===== config.mk =====
export PLATFORM = sky130hd
export DESIGN_NAME = aesd_queue
export DESIGN_NICKNAME = d
export VERILOG_FILES = /design/src/aesd_pkg.sv /design/src/aesd_queue.sv
export SDC_FILE = /design/constraint.sdc
export NUM_CORES = 1
export LEC_CHECK = 0
export BUFFER_PORTS_ARGS = -buffer_cell sky130_fd_sc_hd__buf_4
export CELL_PAD_IN_SITES_DETAIL_PLACEMENT = 0
export CELL_PAD_IN_SITES_GLOBAL_PLACEMENT = 1
export CORE_ASPECT_RATIO = 1.2
export CORE_MARGIN = 2
export CORE_UTILIZATION = 33
export CTS_CLUSTER_DIAMETER = 120
export DETAILED_ROUTE_END_ITERATION = 10
export HOLD_SLACK_MARGIN = 0.1
export PLACE_DENSITY_LB_ADDON = 0.1
export REMOVE_ABC_BUFFERS = 1
export SYNTH_ARGS = -nofsm -noshare
export SYNTH_HDL_FRONTEND = slang
export SYNTH_SLANG_ARGS = --single-unit

===== constraint.sdc =====
create_clock -name clk_i -period 9.5 [get_ports clk_i]
set_input_delay 0 -clock clk_i [delete_from_list [all_inputs] [get_ports clk_i]]
set_output_delay 0 -clock clk_i [all_outputs]
set_load 0.01 [all_outputs]

===== src/aesd_pkg.sv =====
// ----------------------------------------------------------------------------
// aesd_pkg: shared types, constants and AES inverse-cipher byte functions
// Inverse S-box table, GF(2^8) helpers and the front/back queue entry type.
// ----------------------------------------------------------------------------
`default_nettype none
package aesd_pkg;

  localparam int unsigned RoundsDefault = 10;
  localparam int unsigned StateBytes    = 16;
  localparam int unsigned BlockW        = 128;
  localparam int unsigned SlotW         = 4;

  typedef enum logic {
    CMD_LOAD_KEY = 1'b0,
    CMD_DECRYPT  = 1'b1
  } cmd_e;

  typedef struct packed {
    logic [BlockW-1:0] block;
  } job_t;

  typedef enum logic [1:0] {
    BK_IDLE,
    BK_ROUND,
    BK_DONE
  } back_state_e;

  function automatic logic [7:0] inv_sub_byte(input logic [7:0] a);
    logic [7:0] r;
    case (a)
      8'h00: r=8'h52; 8'h01: r=8'h09; 8'h02: r=8'h6a; 8'h03: r=8'hd5;
      8'h04: r=8'h30; 8'h05: r=8'h36; 8'h06: r=8'ha5; 8'h07: r=8'h38;
      8'h08: r=8'hbf; 8'h09: r=8'h40; 8'h0a: r=8'ha3; 8'h0b: r=8'h9e;
      8'h0c: r=8'h81; 8'h0d: r=8'hf3; 8'h0e: r=8'hd7; 8'h0f: r=8'hfb;
      8'h10: r=8'h7c; 8'h11: r=8'he3; 8'h12: r=8'h39; 8'h13: r=8'h82;
      8'h14: r=8'h9b; 8'h15: r=8'h2f; 8'h16: r=8'hff; 8'h17: r=8'h87;
      8'h18: r=8'h34; 8'h19: r=8'h8e; 8'h1a: r=8'h43; 8'h1b: r=8'h44;
      8'h1c: r=8'hc4; 8'h1d: r=8'hde; 8'h1e: r=8'he9; 8'h1f: r=8'hcb;
      8'h20: r=8'h54; 8'h21: r=8'h7b; 8'h22: r=8'h94; 8'h23: r=8'h32;
      8'h24: r=8'ha6; 8'h25: r=8'hc2; 8'h26: r=8'h23; 8'h27: r=8'h3d;
      8'h28: r=8'hee; 8'h29: r=8'h4c; 8'h2a: r=8'h95; 8'h2b: r=8'h0b;
      8'h2c: r=8'h42; 8'h2d: r=8'hfa; 8'h2e: r=8'hc3; 8'h2f: r=8'h4e;
      8'h30: r=8'h08; 8'h31: r=8'h2e; 8'h32: r=8'ha1; 8'h33: r=8'h66;
      8'h34: r=8'h28; 8'h35: r=8'hd9; 8'h36: r=8'h24; 8'h37: r=8'hb2;
      8'h38: r=8'h76; 8'h39: r=8'h5b; 8'h3a: r=8'ha2; 8'h3b: r=8'h49;
      8'h3c: r=8'h6d; 8'h3d: r=8'h8b; 8'h3e: r=8'hd1; 8'h3f: r=8'h25;
      8'h40: r=8'h72; 8'h41: r=8'hf8; 8'h42: r=8'hf6; 8'h43: r=8'h64;
      8'h44: r=8'h86; 8'h45: r=8'h68; 8'h46: r=8'h98; 8'h47: r=8'h16;
      8'h48: r=8'hd4; 8'h49: r=8'ha4; 8'h4a: r=8'h5c; 8'h4b: r=8'hcc;
      8'h4c: r=8'h5d; 8'h4d: r=8'h65; 8'h4e: r=8'hb6; 8'h4f: r=8'h92;
      8'h50: r=8'h6c; 8'h51: r=8'h70; 8'h52: r=8'h48; 8'h53: r=8'h50;
      8'h54: r=8'hfd; 8'h55: r=8'hed; 8'h56: r=8'hb9; 8'h57: r=8'hda;
      8'h58: r=8'h5e; 8'h59: r=8'h15; 8'h5a: r=8'h46; 8'h5b: r=8'h57;
      8'h5c: r=8'ha7; 8'h5d: r=8'h8d; 8'h5e: r=8'h9d; 8'h5f: r=8'h84;
      8'h60: r=8'h90; 8'h61: r=8'hd8; 8'h62: r=8'hab; 8'h63: r=8'h00;
      8'h64: r=8'h8c; 8'h65: r=8'hbc; 8'h66: r=8'hd3; 8'h67: r=8'h0a;
      8'h68: r=8'hf7; 8'h69: r=8'he4; 8'h6a: r=8'h58; 8'h6b: r=8'h05;
      8'h6c: r=8'hb8; 8'h6d: r=8'hb3; 8'h6e: r=8'h45; 8'h6f: r=8'h06;
      8'h70: r=8'hd0; 8'h71: r=8'h2c; 8'h72: r=8'h1e; 8'h73: r=8'h8f;
      8'h74: r=8'hca; 8'h75: r=8'h3f; 8'h76: r=8'h0f; 8'h77: r=8'h02;
      8'h78: r=8'hc1; 8'h79: r=8'haf; 8'h7a: r=8'hbd; 8'h7b: r=8'h03;
      8'h7c: r=8'h01; 8'h7d: r=8'h13; 8'h7e: r=8'h8a; 8'h7f: r=8'h6b;
      8'h80: r=8'h3a; 8'h81: r=8'h91; 8'h82: r=8'h11; 8'h83: r=8'h41;
      8'h84: r=8'h4f; 8'h85: r=8'h67; 8'h86: r=8'hdc; 8'h87: r=8'hea;
      8'h88: r=8'h97; 8'h89: r=8'hf2; 8'h8a: r=8'hcf; 8'h8b: r=8'hce;
      8'h8c: r=8'hf0; 8'h8d: r=8'hb4; 8'h8e: r=8'he6; 8'h8f: r=8'h73;
      8'h90: r=8'h96; 8'h91: r=8'hac; 8'h92: r=8'h74; 8'h93: r=8'h22;
      8'h94: r=8'he7; 8'h95: r=8'had; 8'h96: r=8'h35; 8'h97: r=8'h85;
      8'h98: r=8'he2; 8'h99: r=8'hf9; 8'h9a: r=8'h37; 8'h9b: r=8'he8;
      8'h9c: r=8'h1c; 8'h9d: r=8'h75; 8'h9e: r=8'hdf; 8'h9f: r=8'h6e;
      8'ha0: r=8'h47; 8'ha1: r=8'hf1; 8'ha2: r=8'h1a; 8'ha3: r=8'h71;
      8'ha4: r=8'h1d; 8'ha5: r=8'h29; 8'ha6: r=8'hc5; 8'ha7: r=8'h89;
      8'ha8: r=8'h6f; 8'ha9: r=8'hb7; 8'haa: r=8'h62; 8'hab: r=8'h0e;
      8'hac: r=8'haa; 8'had: r=8'h18; 8'hae: r=8'hbe; 8'haf: r=8'h1b;
      8'hb0: r=8'hfc; 8'hb1: r=8'h56; 8'hb2: r=8'h3e; 8'hb3: r=8'h4b;
      8'hb4: r=8'hc6; 8'hb5: r=8'hd2; 8'hb6: r=8'h79; 8'hb7: r=8'h20;
      8'hb8: r=8'h9a; 8'hb9: r=8'hdb; 8'hba: r=8'hc0; 8'hbb: r=8'hfe;
      8'hbc: r=8'h78; 8'hbd: r=8'hcd; 8'hbe: r=8'h5a; 8'hbf: r=8'hf4;
      8'hc0: r=8'h1f; 8'hc1: r=8'hdd; 8'hc2: r=8'ha8; 8'hc3: r=8'h33;
      8'hc4: r=8'h88; 8'hc5: r=8'h07; 8'hc6: r=8'hc7; 8'hc7: r=8'h31;
      8'hc8: r=8'hb1; 8'hc9: r=8'h12; 8'hca: r=8'h10; 8'hcb: r=8'h59;
      8'hcc: r=8'h27; 8'hcd: r=8'h80; 8'hce: r=8'hec; 8'hcf: r=8'h5f;
      8'hd0: r=8'h60; 8'hd1: r=8'h51; 8'hd2: r=8'h7f; 8'hd3: r=8'ha9;
      8'hd4: r=8'h19; 8'hd5: r=8'hb5; 8'hd6: r=8'h4a; 8'hd7: r=8'h0d;
      8'hd8: r=8'h2d; 8'hd9: r=8'he5; 8'hda: r=8'h7a; 8'hdb: r=8'h9f;
      8'hdc: r=8'h93; 8'hdd: r=8'hc9; 8'hde: r=8'h9c; 8'hdf: r=8'hef;
      8'he0: r=8'ha0; 8'he1: r=8'he0; 8'he2: r=8'h3b; 8'he3: r=8'h4d;
      8'he4: r=8'hae; 8'he5: r=8'h2a; 8'he6: r=8'hf5; 8'he7: r=8'hb0;
      8'he8: r=8'hc8; 8'he9: r=8'heb; 8'hea: r=8'hbb; 8'heb: r=8'h3c;
      8'hec: r=8'h83; 8'hed: r=8'h53; 8'hee: r=8'h99; 8'hef: r=8'h61;
      8'hf0: r=8'h17; 8'hf1: r=8'h2b; 8'hf2: r=8'h04; 8'hf3: r=8'h7e;
      8'hf4: r=8'hba; 8'hf5: r=8'h77; 8'hf6: r=8'hd6; 8'hf7: r=8'h26;
      8'hf8: r=8'he1; 8'hf9: r=8'h69; 8'hfa: r=8'h14; 8'hfb: r=8'h63;
      8'hfc: r=8'h55; 8'hfd: r=8'h21; 8'hfe: r=8'h0c; 8'hff: r=8'h7d;
      default: r = 8'h00;
    endcase
    return r;
  endfunction

  function automatic logic [7:0] xt(input logic [7:0] a);
    return {a[6:0], 1'b0} ^ (a[7] ? 8'h1b : 8'h00);
  endfunction

  // Byte index b = 4*c+r; byte 0 sits in bits [127:120].
  function automatic logic [7:0] get_b(input logic [BlockW-1:0] s, input int b);
    return s[BlockW-1-8*b -: 8];
  endfunction

  // One round body: InvShiftRows, InvSubBytes, AddRoundKey, optional InvMixColumns.
  function automatic logic [BlockW-1:0] inv_round(input logic [BlockW-1:0] s,
                                                  input logic [BlockW-1:0] k,
                                                  input logic mix);
    logic [BlockW-1:0] t;
    logic [BlockW-1:0] m;
    logic [7:0] a0, a1, a2, a3, d0, d1, d2, d3, q0, q1, q2, q3;
    for (int c = 0; c < 4; c++) begin
      for (int r = 0; r < 4; r++) begin
        t[BlockW-1-8*(4*c+r) -: 8] = inv_sub_byte(get_b(s, 4*((c-r+4)%4)+r));
      end
    end
    t = t ^ k;
    for (int c = 0; c < 4; c++) begin
      a0 = get_b(t, 4*c);   a1 = get_b(t, 4*c+1);
      a2 = get_b(t, 4*c+2); a3 = get_b(t, 4*c+3);
      d0 = xt(a0); d1 = xt(a1); d2 = xt(a2); d3 = xt(a3);
      q0 = xt(d0); q1 = xt(d1); q2 = xt(d2); q3 = xt(d3);
      // 9=8+1, 11=8+2+1, 13=8+4+1, 14=8+4+2
      m[BlockW-1-8*(4*c)   -: 8] = (xt(q0)^q0^d0) ^ (xt(q1)^d1^a1) ^ (xt(q2)^q2^a2) ^ (xt(q3)^a3);
      m[BlockW-1-8*(4*c+1) -: 8] = (xt(q0)^a0) ^ (xt(q1)^q1^d1) ^ (xt(q2)^d2^a2) ^ (xt(q3)^q3^a3);
      m[BlockW-1-8*(4*c+2) -: 8] = (xt(q0)^q0^a0) ^ (xt(q1)^a1) ^ (xt(q2)^q2^d2) ^ (xt(q3)^d3^a3);
      m[BlockW-1-8*(4*c+3) -: 8] = (xt(q0)^d0^a0) ^ (xt(q1)^q1^a1) ^ (xt(q2)^a2) ^ (xt(q3)^q3^d3);
    end
    return mix ? m : t;
  endfunction

endpackage
`default_nettype wire


===== src/aesd_queue.sv =====
// ----------------------------------------------------------------------------
// aesd_queue: two-entry job queue
// Decouples decode from the iterative round engine.
// ----------------------------------------------------------------------------
`default_nettype none
module aesd_queue import aesd_pkg::*; (
  input  logic clk_i,
  input  logic rst_ni,
  input  logic push_i,
  input  job_t job_i,
  output logic full_o,
  input  logic pop_i,
  output logic valid_o,
  output job_t job_o
);
  job_t      mem_q [2];
  logic      wp_q, rp_q;
  logic [1:0] cnt_q;

  assign full_o  = cnt_q == 2'd2;
  assign valid_o = cnt_q != 2'd0;
  assign job_o   = mem_q[rp_q];

  always_ff @(posedge clk_i or negedge rst_ni) begin
    if (!rst_ni) begin
      wp_q <= 1'b0; rp_q <= 1'b0; cnt_q <= 2'd0;
    end else begin
      if (push_i) wp_q <= ~wp_q;
      if (pop_i) rp_q <= ~rp_q;
      cnt_q <= cnt_q + {1'b0, push_i} - {1'b0, pop_i};
    end
  end

  always_ff @(posedge clk_i) begin
    if (push_i) mem_q[wp_q] <= job_i;
  end

`ifndef SYNTHESIS
  a_no_overflow: assert property (@(posedge clk_i) disable iff (!rst_ni)
    full_o |-> !push_i || pop_i) else $error("queue overflow");
  a_no_underflow: assert property (@(posedge clk_i) disable iff (!rst_ni)
    pop_i |-> valid_o) else $error("queue underflow");
  a_cnt: assert property (@(posedge clk_i) disable iff (!rst_ni)
    cnt_q <= 2'd2) else $error("queue count out of range");
`endif
endmodule
`default_nettype wire


* Yosys cells after proc, flatten, opt, wreduce, memory -nomap -nowiden *
Memory sizes are Yosys's and may differ from the RTL's.
Index checks and enable logic that the tools add are counted.

word-level totals
  register bits = 4
  RAM bits = 256
  bits of input ports = 132
  output and inout bits = 130
  memories kept = 1

operators by class
  add/subtract/negate cells = 2
  eq/ne operators = 1
  muxes and demuxes = 2
  bitwise operators = 2
  reductions and logical operators = 1

memory list
  memory  words  width  rd ports  clocked after memory_dff  write ports  RTL line          RTL
  mem_q   2      128    1         0                         1            aesd_queue.sv:16  job_t mem_q [2];

operator list
  operator                               count
  adder 2 x 1 -> 2 bit                   1
  == test 2 bit (second input constant)  1
  2-to-1 mux 1 bit                       2
  NOT 1 bit                              2
  nonzero test 2 bit                     1
  subtractor 2 x 1 -> 2 bit              1

* Depth between registers and ports, before layout *
Gate-level depths: netlist of the first run.

  depth after elaboration = 2
  gate-level depth with buffers = 5
  depth with buffers taken out = 5

* Least setup slack after synthesis of the first run *
No wires, ideal clock.

  kind = flip-flop to flip-flop
  start = reg wp_q
  end = mem mem_q[0][0] (netlist name), enable pin
  setup time = 632 ps
  arrival time = 6058 ps
  path slack = 2810 ps
  stages on the path, launching flop included = 2
  path buffers = 0
  clock period less this slack = 6690 ps
  cells stage by stage = dfrtp_1 nor2b_1

RTL lines
  item                    RTL line          RTL
  start, declared         aesd_queue.sv:17  logic wp_q, rp_q;
  start signal, assigned  aesd_queue.sv:28  if (push_i) wp_q <= ~wp_q;
  end, declared           aesd_queue.sv:16

Straight into the memory's write port.

==> impl_metrics.csv, run 1 <==
group,metric,value,unit
grt,grt_overflow,0,
setup_path,path_cells,"buf_4 -> mux2_2 -> buf_4",
yosys,ys_seq_elements,260,
finish,multi_input_area,0.001543,sq mm
pwr,power_density,271.5,mW/mm^2
status,status,"finished clean",
die,die_h,189.7,um
clocking,cts_tree,"done",
grt,grt_pass1_vias,5762,
setup_path,cp-start-kind,"register",
finish,post-route-cell-area,0.01402,sq mm
setup_path,rr_endpoint,"mem_q[1][85]",
sta,hold_viol,0,
place,post-place-cells,1043,
clocking,clock_latency,0.52,ns
pwr,swShare,27.17,%
finish,regArea,0.007791,sq mm
worst_hold_path,min_path_cells,2,
yosys,ys_warn_count,0,
finish,fillerInstances,2406,
die,core,0.02808,sq mm
grt,grt_max_degree,76,
grt,grt_pass1_wl,30.86,mm
worst_hold_path,hold_path_class,"input port to register",
clocking,cts_buffer_depth,3,
clocking,cts_max_level,1,
yosys,ys_seq_area_share,82.15,%
sta,setup_tns,0,ns
sta,drv_slew,0,
setup_path,r2r-start,"wp_q",
die,die_area,0.03010,sq mm
setup_path,slowest_stage,"dfrtp_4",
routing,wl_per_cell,16.55,um
clocking,post_cts_buffers,0,
sta,hold-worst-slack,0.1951,ns
sta,finalSetupViolCount,0,
sta,min_period,3.008,ns
setup_path,endpoint_kind,"primary output",
yosys,synthDistinctLibCells,12,
setup_path,worstRegToRegCells,2,
sta,clock_skew,0.006501,ns
clocking,ctsRootBufferMaster,"clkbuf_16",
routing,drtPass1Iterations,4,
setup_path,cp.arrival,3.01,ns
pwr,ir_drop,187.5,uV
finish,antenna_cells,0,
setup_path,rrSetupSlack,6.97,ns
sta,slew_headroom,31.26,%
routing,drc,0,
die,initial_core_util,33.75,%
grt,antenna_found_initial,0,
place,routabilityCongestion,0.6810,
sta,tightest_slew,1.031,ns
routing,drt_iter0_markers,185,
die,die_x,158.7,um
pwr,internal_power,2.772,mW
clocking,clk_pin_slew,0.06,ns
sta,min_period_over_period,31.66,%
setup_path,worstSetupPathType,"register to primary output",
sta,rsz0062_at_grt,"no",
place,dpl_cell_area,0.01181,sq mm
clocking,cts_sinks,260,
yosys,async_flop_share,1.538,%
finish,area_delta_synth_final,47.89,%
yosys,synth.area.top_cells,"edfxtp_1 81%, mux2_2 15%, buf_6 1.5%",
pwr,p_leak,5.275,nW
yosys,yosys.area.top_type,"edfxtp_1",
place,port-buffer-count,261,
finish,instances_no_fill,1223,
yosys,synthCells,413,
pwr,power,3.806,mW
routing,via_per_inst,4.303,
setup_path,worst-path-max-fanout,75,
finish,drive_gt1_share,51.30,%
worst_hold_path,min_to,"mem_q[0][65]",
sta,fmax,0.3325,GHz
yosys,syn_area_per_cell,22.95,sq um
worst_hold_path,hold_start,"job_i[65]",
yosys,synthFlopType,"edfxtp_1",
routing,finalWirelength,20.24,mm
place,dp_hpwl,12.72,mm
routing,via_count,5262,
grt,grt_usage,12.98,%
finish,nets,960,
yosys,synthTopCellsByCount,"256 x edfxtp_1, 128 x mux2_2, 13 x buf_6, 4 x dfrtp_1",
setup_path,cpMostUsedCell,"buf_4",
pwr,power.switching,1.034,mW
die,top_level_ports,262,
setup_path,cp_slowest_stage_delay,0.91,ns
die,num_rows,67,
flow_run,cap_violations,0,
pwr,p_comb_share,30.0,%
yosys,synth.most_common_cell,"edfxtp_1",
yosys,synth_top_area_share,81.10,%
routing,antenna_left,0,
clocking,numCtsBuffers,28,
yosys,synth_edf_count,256,
setup_path,cp.required,9.50,ns
pwr,power.share.clock,27.6,%
yosys,syn_area,0.009479,sq mm
pwr,p_seq_share,42.4,%
==> through the flow <==
stage          setup slack [ns]  util, %
2_1_floorplan             2.810        -
3_3_place_gp              6.974    42.04
4_1_cts                   6.375    49.92
6_report                  6.492    49.92
3_5_place_dp              6.950    42.04
5_1_grt                   6.286    49.92
==> how the worst max path moves through the flow <==
stage	startpoint	cells after the start	to
final	rp_q	3	job_o[4]
after global routing	rp_q	3	job_o[118]
after CTS	rp_q	3	job_o[118]
after detailed placement	rp_q	3	job_o[118]
after global placement	rp_q	3	job_o[118]
after floorplan	wp_q	1	mem_q[0][0]
==> power by group through the flow <==
stage | logic (mW) | clock network [mW] | registers (mW)
CTS | 1.17 | 1.09 | 1.62
detailed placement | 1.12 | 0 | 1.65
global placement | 1.11 | 0 | 1.63
floorplan | 0.570 | 0 | 1.69
finish | 1.14 | 1.05 | 1.62
global route | 1.22 | 1.13 | 1.64
==> layer usage <==
layer | up-vias | routed length, um | track usage [%]
met5 | - | 0 | 0
met4 | 0 | 360 | 3.776
met3 | 30 | 1615 | 4.208
met2 | 168 | 10410 | 23.11
met1 | 2590 | 7856 | 14.99
li1 | 2474 | - | -
==> area by class of cell <==
type / count / area share, %
Sequential cell: 260 / 55.58
Timing Repair Buffer: 397 / 23.62
Multi-Input combinational cell: 137 / 11.01
Clock buffer: 34 / 5.311
Tap cell: 379 / 3.383
Clock inverter: 14 / 1.053
Inverter: 2 / 0.05355
==> flip-flops by register name, indices dropped and copies added (netlist names) <==
register / cells
rp_q: 1
cnt_q: 2
wp_q: 1
mem_q: 256
==> cell usage in the layout (no fill, tap or decap), drive strengths merged <==
cell	Yosys	layout
xor2	2	2
dlygate4sd3	0	132
inv	2	2
and2	1	1
or2	1	1
clkbuf	0	34
clkinv	0	11
buf	14	265
ha	2	2
mux2	128	128
bufinv	0	3
edfxtp	256	256
xor3	1	1
nor2b	2	2
dfrtp	4	4
==> worst max-delay path: cells and delay by family, from the launching register on <==
family | cells | cell delay, ns
multiplexers | 1 | 0.43
flip-flops | 1 | 0.91
buffers and inverters | 2 | 1.02
==> cell families (layout without fill, tap and decap cells) <==
group / count (synthesis) / in the layout / share of synthesized area [%]
and+or+nand+nor: 4 / 4 / 0.2641
buffers and inverters: 16 / 447 / 1.676
xor gates and xnor gates: 3 / 3 / 0.4356
muxes: 128 / 128 / 15.21
adders and majority gates: 2 / 2 / 0.2639
DFF: 260 / 260 / 82.15
==> timing repair <==
item                                    CTS  global route
gates resized for setup                   0             0
endpoints found under the setup margin    0             0
endpoints found under the hold margin   264             0
hold buffers                            132             0
(Power assumes the default switching activity.)
==> run 2, diff against run 1 <==
==> constraint.sdc (replaced) <==
create_clock -name clk_i -period 2.8 [get_ports clk_i]
set_input_delay 0 -clock clk_i [delete_from_list [all_inputs] [get_ports clk_i]]
set_output_delay 0 -clock clk_i [all_outputs]
set_load 0.01 [all_outputs]
==> impl_metrics.csv, run 2 (synthesized netlist as in run 1, its figures left out) <==
group,metric,value,unit
finish,fillerInstances,2389,
sta,fmax,0.4350,GHz
routing,antenna_left,0,
place,dp_hpwl,12.87,mm
die,die_x,158.7,um
grt,grt_max_degree,129,
finish,reg_top3,"mem_q (256), cnt_q (2)",
clocking,clock_latency,0.52,ns
worst_hold_path,hold_path_class,"input port to register",
finish,post-route-util,49.87,%
die,core,0.02808,sq mm
routing,drc,0,
pwr,swShare,27.53,%
routing,via_count,5276,
finish,antenna_cells,0,
sta,min_period,2.299,ns
routing,finalWirelength,20.80,mm
finish,largest_reg_flops,256,
clocking,cts_tree,"done",
routing,drtPass1Iterations,4,
grt,antenna_found_initial,0,
finish,area_delta_synth_final,47.76,%
sta,hold-worst-slack,0.1947,ns
clocking,clk_pin_slew,0.06,ns
pwr,internal_power,9.264,mW
clocking,post_cts_buffers,0,
setup_path,cp.arrival,2.30,ns
sta,drv_slew,0,
pwr,p_comb_share,31.5,%
die,die_area,0.03010,sq mm
sta,clock_skew,0.005695,ns
status,status,"finished clean",
clocking,cts_buffer_depth,3,
sta,hold_viol,0,
place,routabilityCongestion,0.7006,
die,die_h,189.7,um
pwr,power,12.78,mW
grt,grt_pass1_vias,5942,
finish,instances_no_fill,1225,
sta,finalSetupViolCount,0,
flow_run,cap_violations,0,
place,port-buffer-count,261,
finish,layout_common_cells,"266 x buf_4, 256 x edfxtp_1, 132 x dlygate4sd3_1, 128 x mux2_2, 29 x clkbuf_16",
grt,grt_usage,13.58,%
pwr,ir_drop,575.5,uV
routing,wl_per_cell,16.98,um
clocking,cts_max_level,1,
die,initial_core_util,33.75,%
sta,rsz0062_at_grt,"no",
clocking,cts_sinks,260,
sta,slew_headroom,46.77,%
finish,final_common_cell,"buf_4",
finish,nets,963,
setup_path,endpoint_kind,"primary output",
routing,via_per_inst,4.307,
pwr,power.switching,3.519,mW
finish,drive_gt1_share,51.18,%
setup_path,cp-start-kind,"register",
setup_path,worstSetupPathType,"register to primary output",
routing,drt_iter0_markers,159,
pwr,power.share.clock,26.3,%
sta,min_period_over_period,82.10,%
pwr,p_leak,5.264,nW
sta,tightest_slew,0.7985,ns
finish,largest_register,"mem_q",
clocking,numCtsBuffers,28,
grt,grt_pass1_wl,32.39,mm
pwr,power_density,912.7,mW/mm^2
die,top_level_ports,262,
setup_path,worst-path-max-fanout,43,
grt,grt_overflow,0,
clocking,ctsResizeCount,0,
place,post-place-cells,1046,
clocking,ctsRootBufferMaster,"clkbuf_16",
setup_path,cp.required,2.80,ns
die,num_rows,67,
sta,setup_tns,0,ns
pwr,p_seq_share,42.1,%
[run 2: stage by stage]
step | setup WS, ns | area (sq um)
2_1_floorplan | -3.890 | 9328
3_3_place_gp | 1.010 | 11850
4_1_cts | 0.4068 | 14010
5_1_grt | 0.3655 | 14010
3_5_place_dp | 1.004 | 11850
6_report | 0.5011 | 14010
[run 2: worst paths after layout]
check | startpoint | end | slack [ns] | cells past startpoint
worst max-delay path | rp_q | job_o[31] | 0.50 | 3
worst min-delay path | job_i[22] | mem_q[0][22] | 0.19 | 2
worst max register to register | wp_q | mem_q[1][67] | 1.16 | 2
worst min register to register | wp_q | wp_q | 0.55 | 1
max in group asynchronous | rst_ni | rp_q | 2.19 | 3
min in group asynchronous | rst_ni | rp_q | 0.41 | 3
[run 2: power by group through the flow]
stage / sequential [mW] / combinational (mW) / clock [mW]
detailed placement: 5.48 / 3.96 / 0
finish: 5.39 / 4.03 / 3.36
global placement: 5.44 / 3.95 / 0
global route: 5.46 / 4.34 / 3.65
floorplan: 5.73 / 1.93 / 0
CTS: 5.40 / 4.14 / 3.50
[run 2: final cells by class]
type	instances	area (sq um)	share of cell area, %
clock buffers	38	759.5	5.423
clock inverters	9	72.57	0.5181
inverters	2	7.507	0.05360
multi-input cells	137	1543	11.01
flip-flops and latches	260	7791	55.63
well taps	379	474.2	3.386
repair buffers	400	3358	23.98
[run 2: what timing repair did]
| action | CTS | global route |
|---|---|---|
| hold buffers | 132 | 0 |
| setup endpoints to repair | 0 | 0 |
| endpoints found under the hold margin | 264 | 0 |
[run 2: critical path, stage by stage (launching register included)]
cell and delay [ns]:
dfrtp_4 0.61, buf_4 0.56, mux2_2 0.41, buf_4 0.15
[run 2: per-layer routing]
layer | global-route usage (%) | wire, um
met3 | 4.142 | 1546
met5 | 0 | 0
met4 | 3.776 | 373
met2 | 24.55 | 10860
met1 | 15.63 | 8014
==> run 3, diff against run 2 <==
--- a/config.mk
+++ b/config.mk
@@ -5,6 +5,7 @@
 export SDC_FILE = /design/constraint.sdc
 export NUM_CORES = 1
 export LEC_CHECK = 0
+export ABC_AREA = 1
 export BUFFER_PORTS_ARGS = -buffer_cell sky130_fd_sc_hd__buf_4
 export CELL_PAD_IN_SITES_DETAIL_PLACEMENT = 0
 export CELL_PAD_IN_SITES_GLOBAL_PLACEMENT = 1
==> constraint.sdc (replaced) <==
create_clock -name clk_i -period 2.35 [get_ports clk_i]
set_input_delay 0 -clock clk_i [delete_from_list [all_inputs] [get_ports clk_i]]
set_output_delay 0 -clock clk_i [all_outputs]
set_load 0.01 [all_outputs]
==> impl_metrics.csv, run 3 <==
group,metric,value,unit
grt,grt_pass1_vias,6183,
sta,min_period,1.883,ns
clocking,clk_pin_slew,0.06,ns
place,port-buffer-count,261,
die,core,0.02876,sq mm
sta,finalSetupViolCount,0,
grt,grt_pass1_wl,31.89,mm
yosys,yosys.area.top_type,"edfxtp_1",
clocking,ctsResizeCount,0,
finish,layout_common_cells,"265 x buf_4, 256 x edfxtp_1, 135 x nand2_1, 134 x inv_1, 132 x dlygate4sd3_1",
yosys,syn_area,0.009644,sq mm
clocking,cts_sinks,260,
yosys,synth_top_area_share,79.71,%
clocking,clock_latency,0.52,ns
clocking,ctsRootBufferMaster,"clkbuf_16",
worst_hold_path,hold_start,"job_i[102]",
place,dp_hpwl,13.42,mm
sta,hold-worst-slack,0.1926,ns
routing,drt_iter0_markers,250,
clocking,numCtsBuffers,27,
pwr,p_leak,5.974,nW
worst_hold_path,min_path_cells,2,
routing,via_count,6207,
die,die_h,191.3,um
grt,grt_overflow,0,
routing,wl_per_cell,14.04,um
yosys,ys_seq_elements,260,
finish,instances_no_fill,1503,
finish,post-route-util,49.63,%
sta,tightest_slew,0.4533,ns
setup_path,endpoint_kind,"primary output",
yosys,synthTopCellsByCount,"256 x edfxtp_1, 135 x inv_1, 135 x nand2_1, 128 x o21ai_0, 22 x buf_2",
sta,hold_viol,0,
sta,drv_slew,0,
yosys,synthFlopType,"edfxtp_1",
clocking,cts_tree,"done",
sta,slew_headroom,69.78,%
setup_path,worstSetupPathType,"register to primary output",
setup_path,cp.required,2.35,ns
yosys,ys_seq_area_share,80.75,%
yosys,ys_warn_count,0,
die,initial_core_util,33.54,%
yosys,syn_area_per_cell,13.92,sq um
pwr,power.switching,4.816,mW
clocking,cts_buffer_depth,3,
pwr,p_seq_share,40.9,%
die,top_level_ports,262,
yosys,synthCells,693,
finish,area_delta_synth_final,48.00,%
die,die_x,160.1,um
finish,fillerInstances,2669,
finish,drive_gt1_share,27.91,%
place,post-place-cells,1322,
routing,finalWirelength,21.11,mm
grt,grt_max_degree,108,
finish,reg_top3,"mem_q (256), cnt_q (2)",
finish,antenna_cells,0,
yosys,async_flop_share,1.538,%
grt,antenna_found_initial,0,
sta,clock_skew,0.006934,ns
setup_path,critPathLaunch,"rp_q",
place,routabilityCongestion,0.7139,
pwr,power_density,1088,mW/mm^2
pwr,internal_power,10.71,mW
sta,fmax,0.5312,GHz
sta,rsz0062_at_grt,"no",
finish,final_common_cell,"buf_4",
setup_path,cp-start-kind,"register",
setup_path,worst-path-max-fanout,107,
worst_hold_path,hold_path_class,"input port to register",
setup_path,rrSetupSlack,0.81,ns
routing,drtPass1Iterations,5,
die,num_rows,68,
pwr,power,15.53,mW
yosys,synthDistinctLibCells,12,
worst_hold_path,min_to,"mem_q[0][102]",
routing,via_per_inst,4.130,
yosys,synth.area.top_cells,"edfxtp_1 80%, o21ai_0 6.6%, inv_1 5.3%",
setup_path,r2r-start,"wp_q",
pwr,p_comb_share,33.4,%
pwr,power.share.clock,25.7,%
die,die_area,0.03061,sq mm
pwr,ir_drop,669.3,uV
grt,grt_usage,13.29,%
setup_path,rr_endpoint,"mem_q[1][67]",
status,status,"finished clean",
clocking,cts_max_level,1,
routing,drc,0,
flow_run,cap_violations,0,
yosys,synth_edf_count,256,
finish,largest_reg_flops,256,
setup_path,cp.arrival,1.88,ns
finish,nets,1232,
sta,min_period_over_period,80.11,%
routing,antenna_left,0,
pwr,swShare,31.02,%
setup_path,worstRegToRegCells,3,
clocking,post_cts_buffers,0,
yosys,synth.most_common_cell,"edfxtp_1",
finish,largest_register,"mem_q",
run 3: kinds of logic (layout without fill, tap and decap cells):
group,Yosys count,after routing,synth area share [%]
simple gates,138,138,5.384
xor+xnor,2,2,0.1817
flops,260,260,80.75
compound gates,128,128,6.642
fa+ha+maj,2,2,0.2594
buf+inv,163,588,6.785
run 3: cell type report:
class / instances / area [sq um] / area share [%]
well taps: 385 / 481.7 / 3.375
inverters: 135 / 511.7 / 3.585
clock inverters: 17 / 133.9 / 0.9379
flip-flops and latches: 260 / 7791 / 54.58
repair buffers: 404 / 3451 / 24.18
multi-input cells: 270 / 1210 / 8.476
clock buffers: 32 / 694.4 / 4.865
run 3: critical path, stage by stage (launching register included):
cell and delay (ns):
dfrtp_4 0.51, buf_12 0.21, o21ai_0 0.39, buf_4 0.20
run 3: how the worst max path moves through the flow:
stage / end / slack (ns) / depth (start not counted)
6_report: job_o[86] / 0.47 / 3
5_1_grt: job_o[86] / 0.40 / 3
4_1_cts: job_o[86] / 0.39 / 3
3_5_place_dp: mem_q[1][95] / 0.75 / 3
3_3_place_gp: mem_q[1][95] / 0.77 / 3
2_1_floorplan: mem_q[0][0] / -4.00 / 1
run 3: what timing repair did:
action / 4_1_cts / 5_1_grt
endpoints found under the setup margin: 0 / 0
hold buffers: 132 / 0
hold endpoints to repair: 264 / 0
run 3: metrics by stage:
stage	area (sq um)	setup WS [ns]	TNS (ns)
2_1_floorplan	9497	-4.001	-898.59
3_3_place_gp	12120	0.7709	0
3_5_place_dp	12120	0.7523	0
4_1_cts	14270	0.3914	0
5_1_grt	14270	0.3991	0
6_report	14270	0.4673	0
run 3: power groups by stage:
stage	Clock, mW	Combinational, mW	Sequential, mW
after floorplan	0	1.64	6.76
after global placement	0	5.16	6.43
after detailed placement	0	5.18	6.45
after CTS	4.16	5.38	6.35
after global routing	4.32	5.74	6.42
final	3.99	5.19	6.34
run 3: per-layer routing:
metal / track usage (%) / part of all wire (%)
met5: 0 / 0
met4: 4.851 / 2.8
met3: 2.625 / 5.7
met2: 24.43 / 52
met1: 15.39 / 40
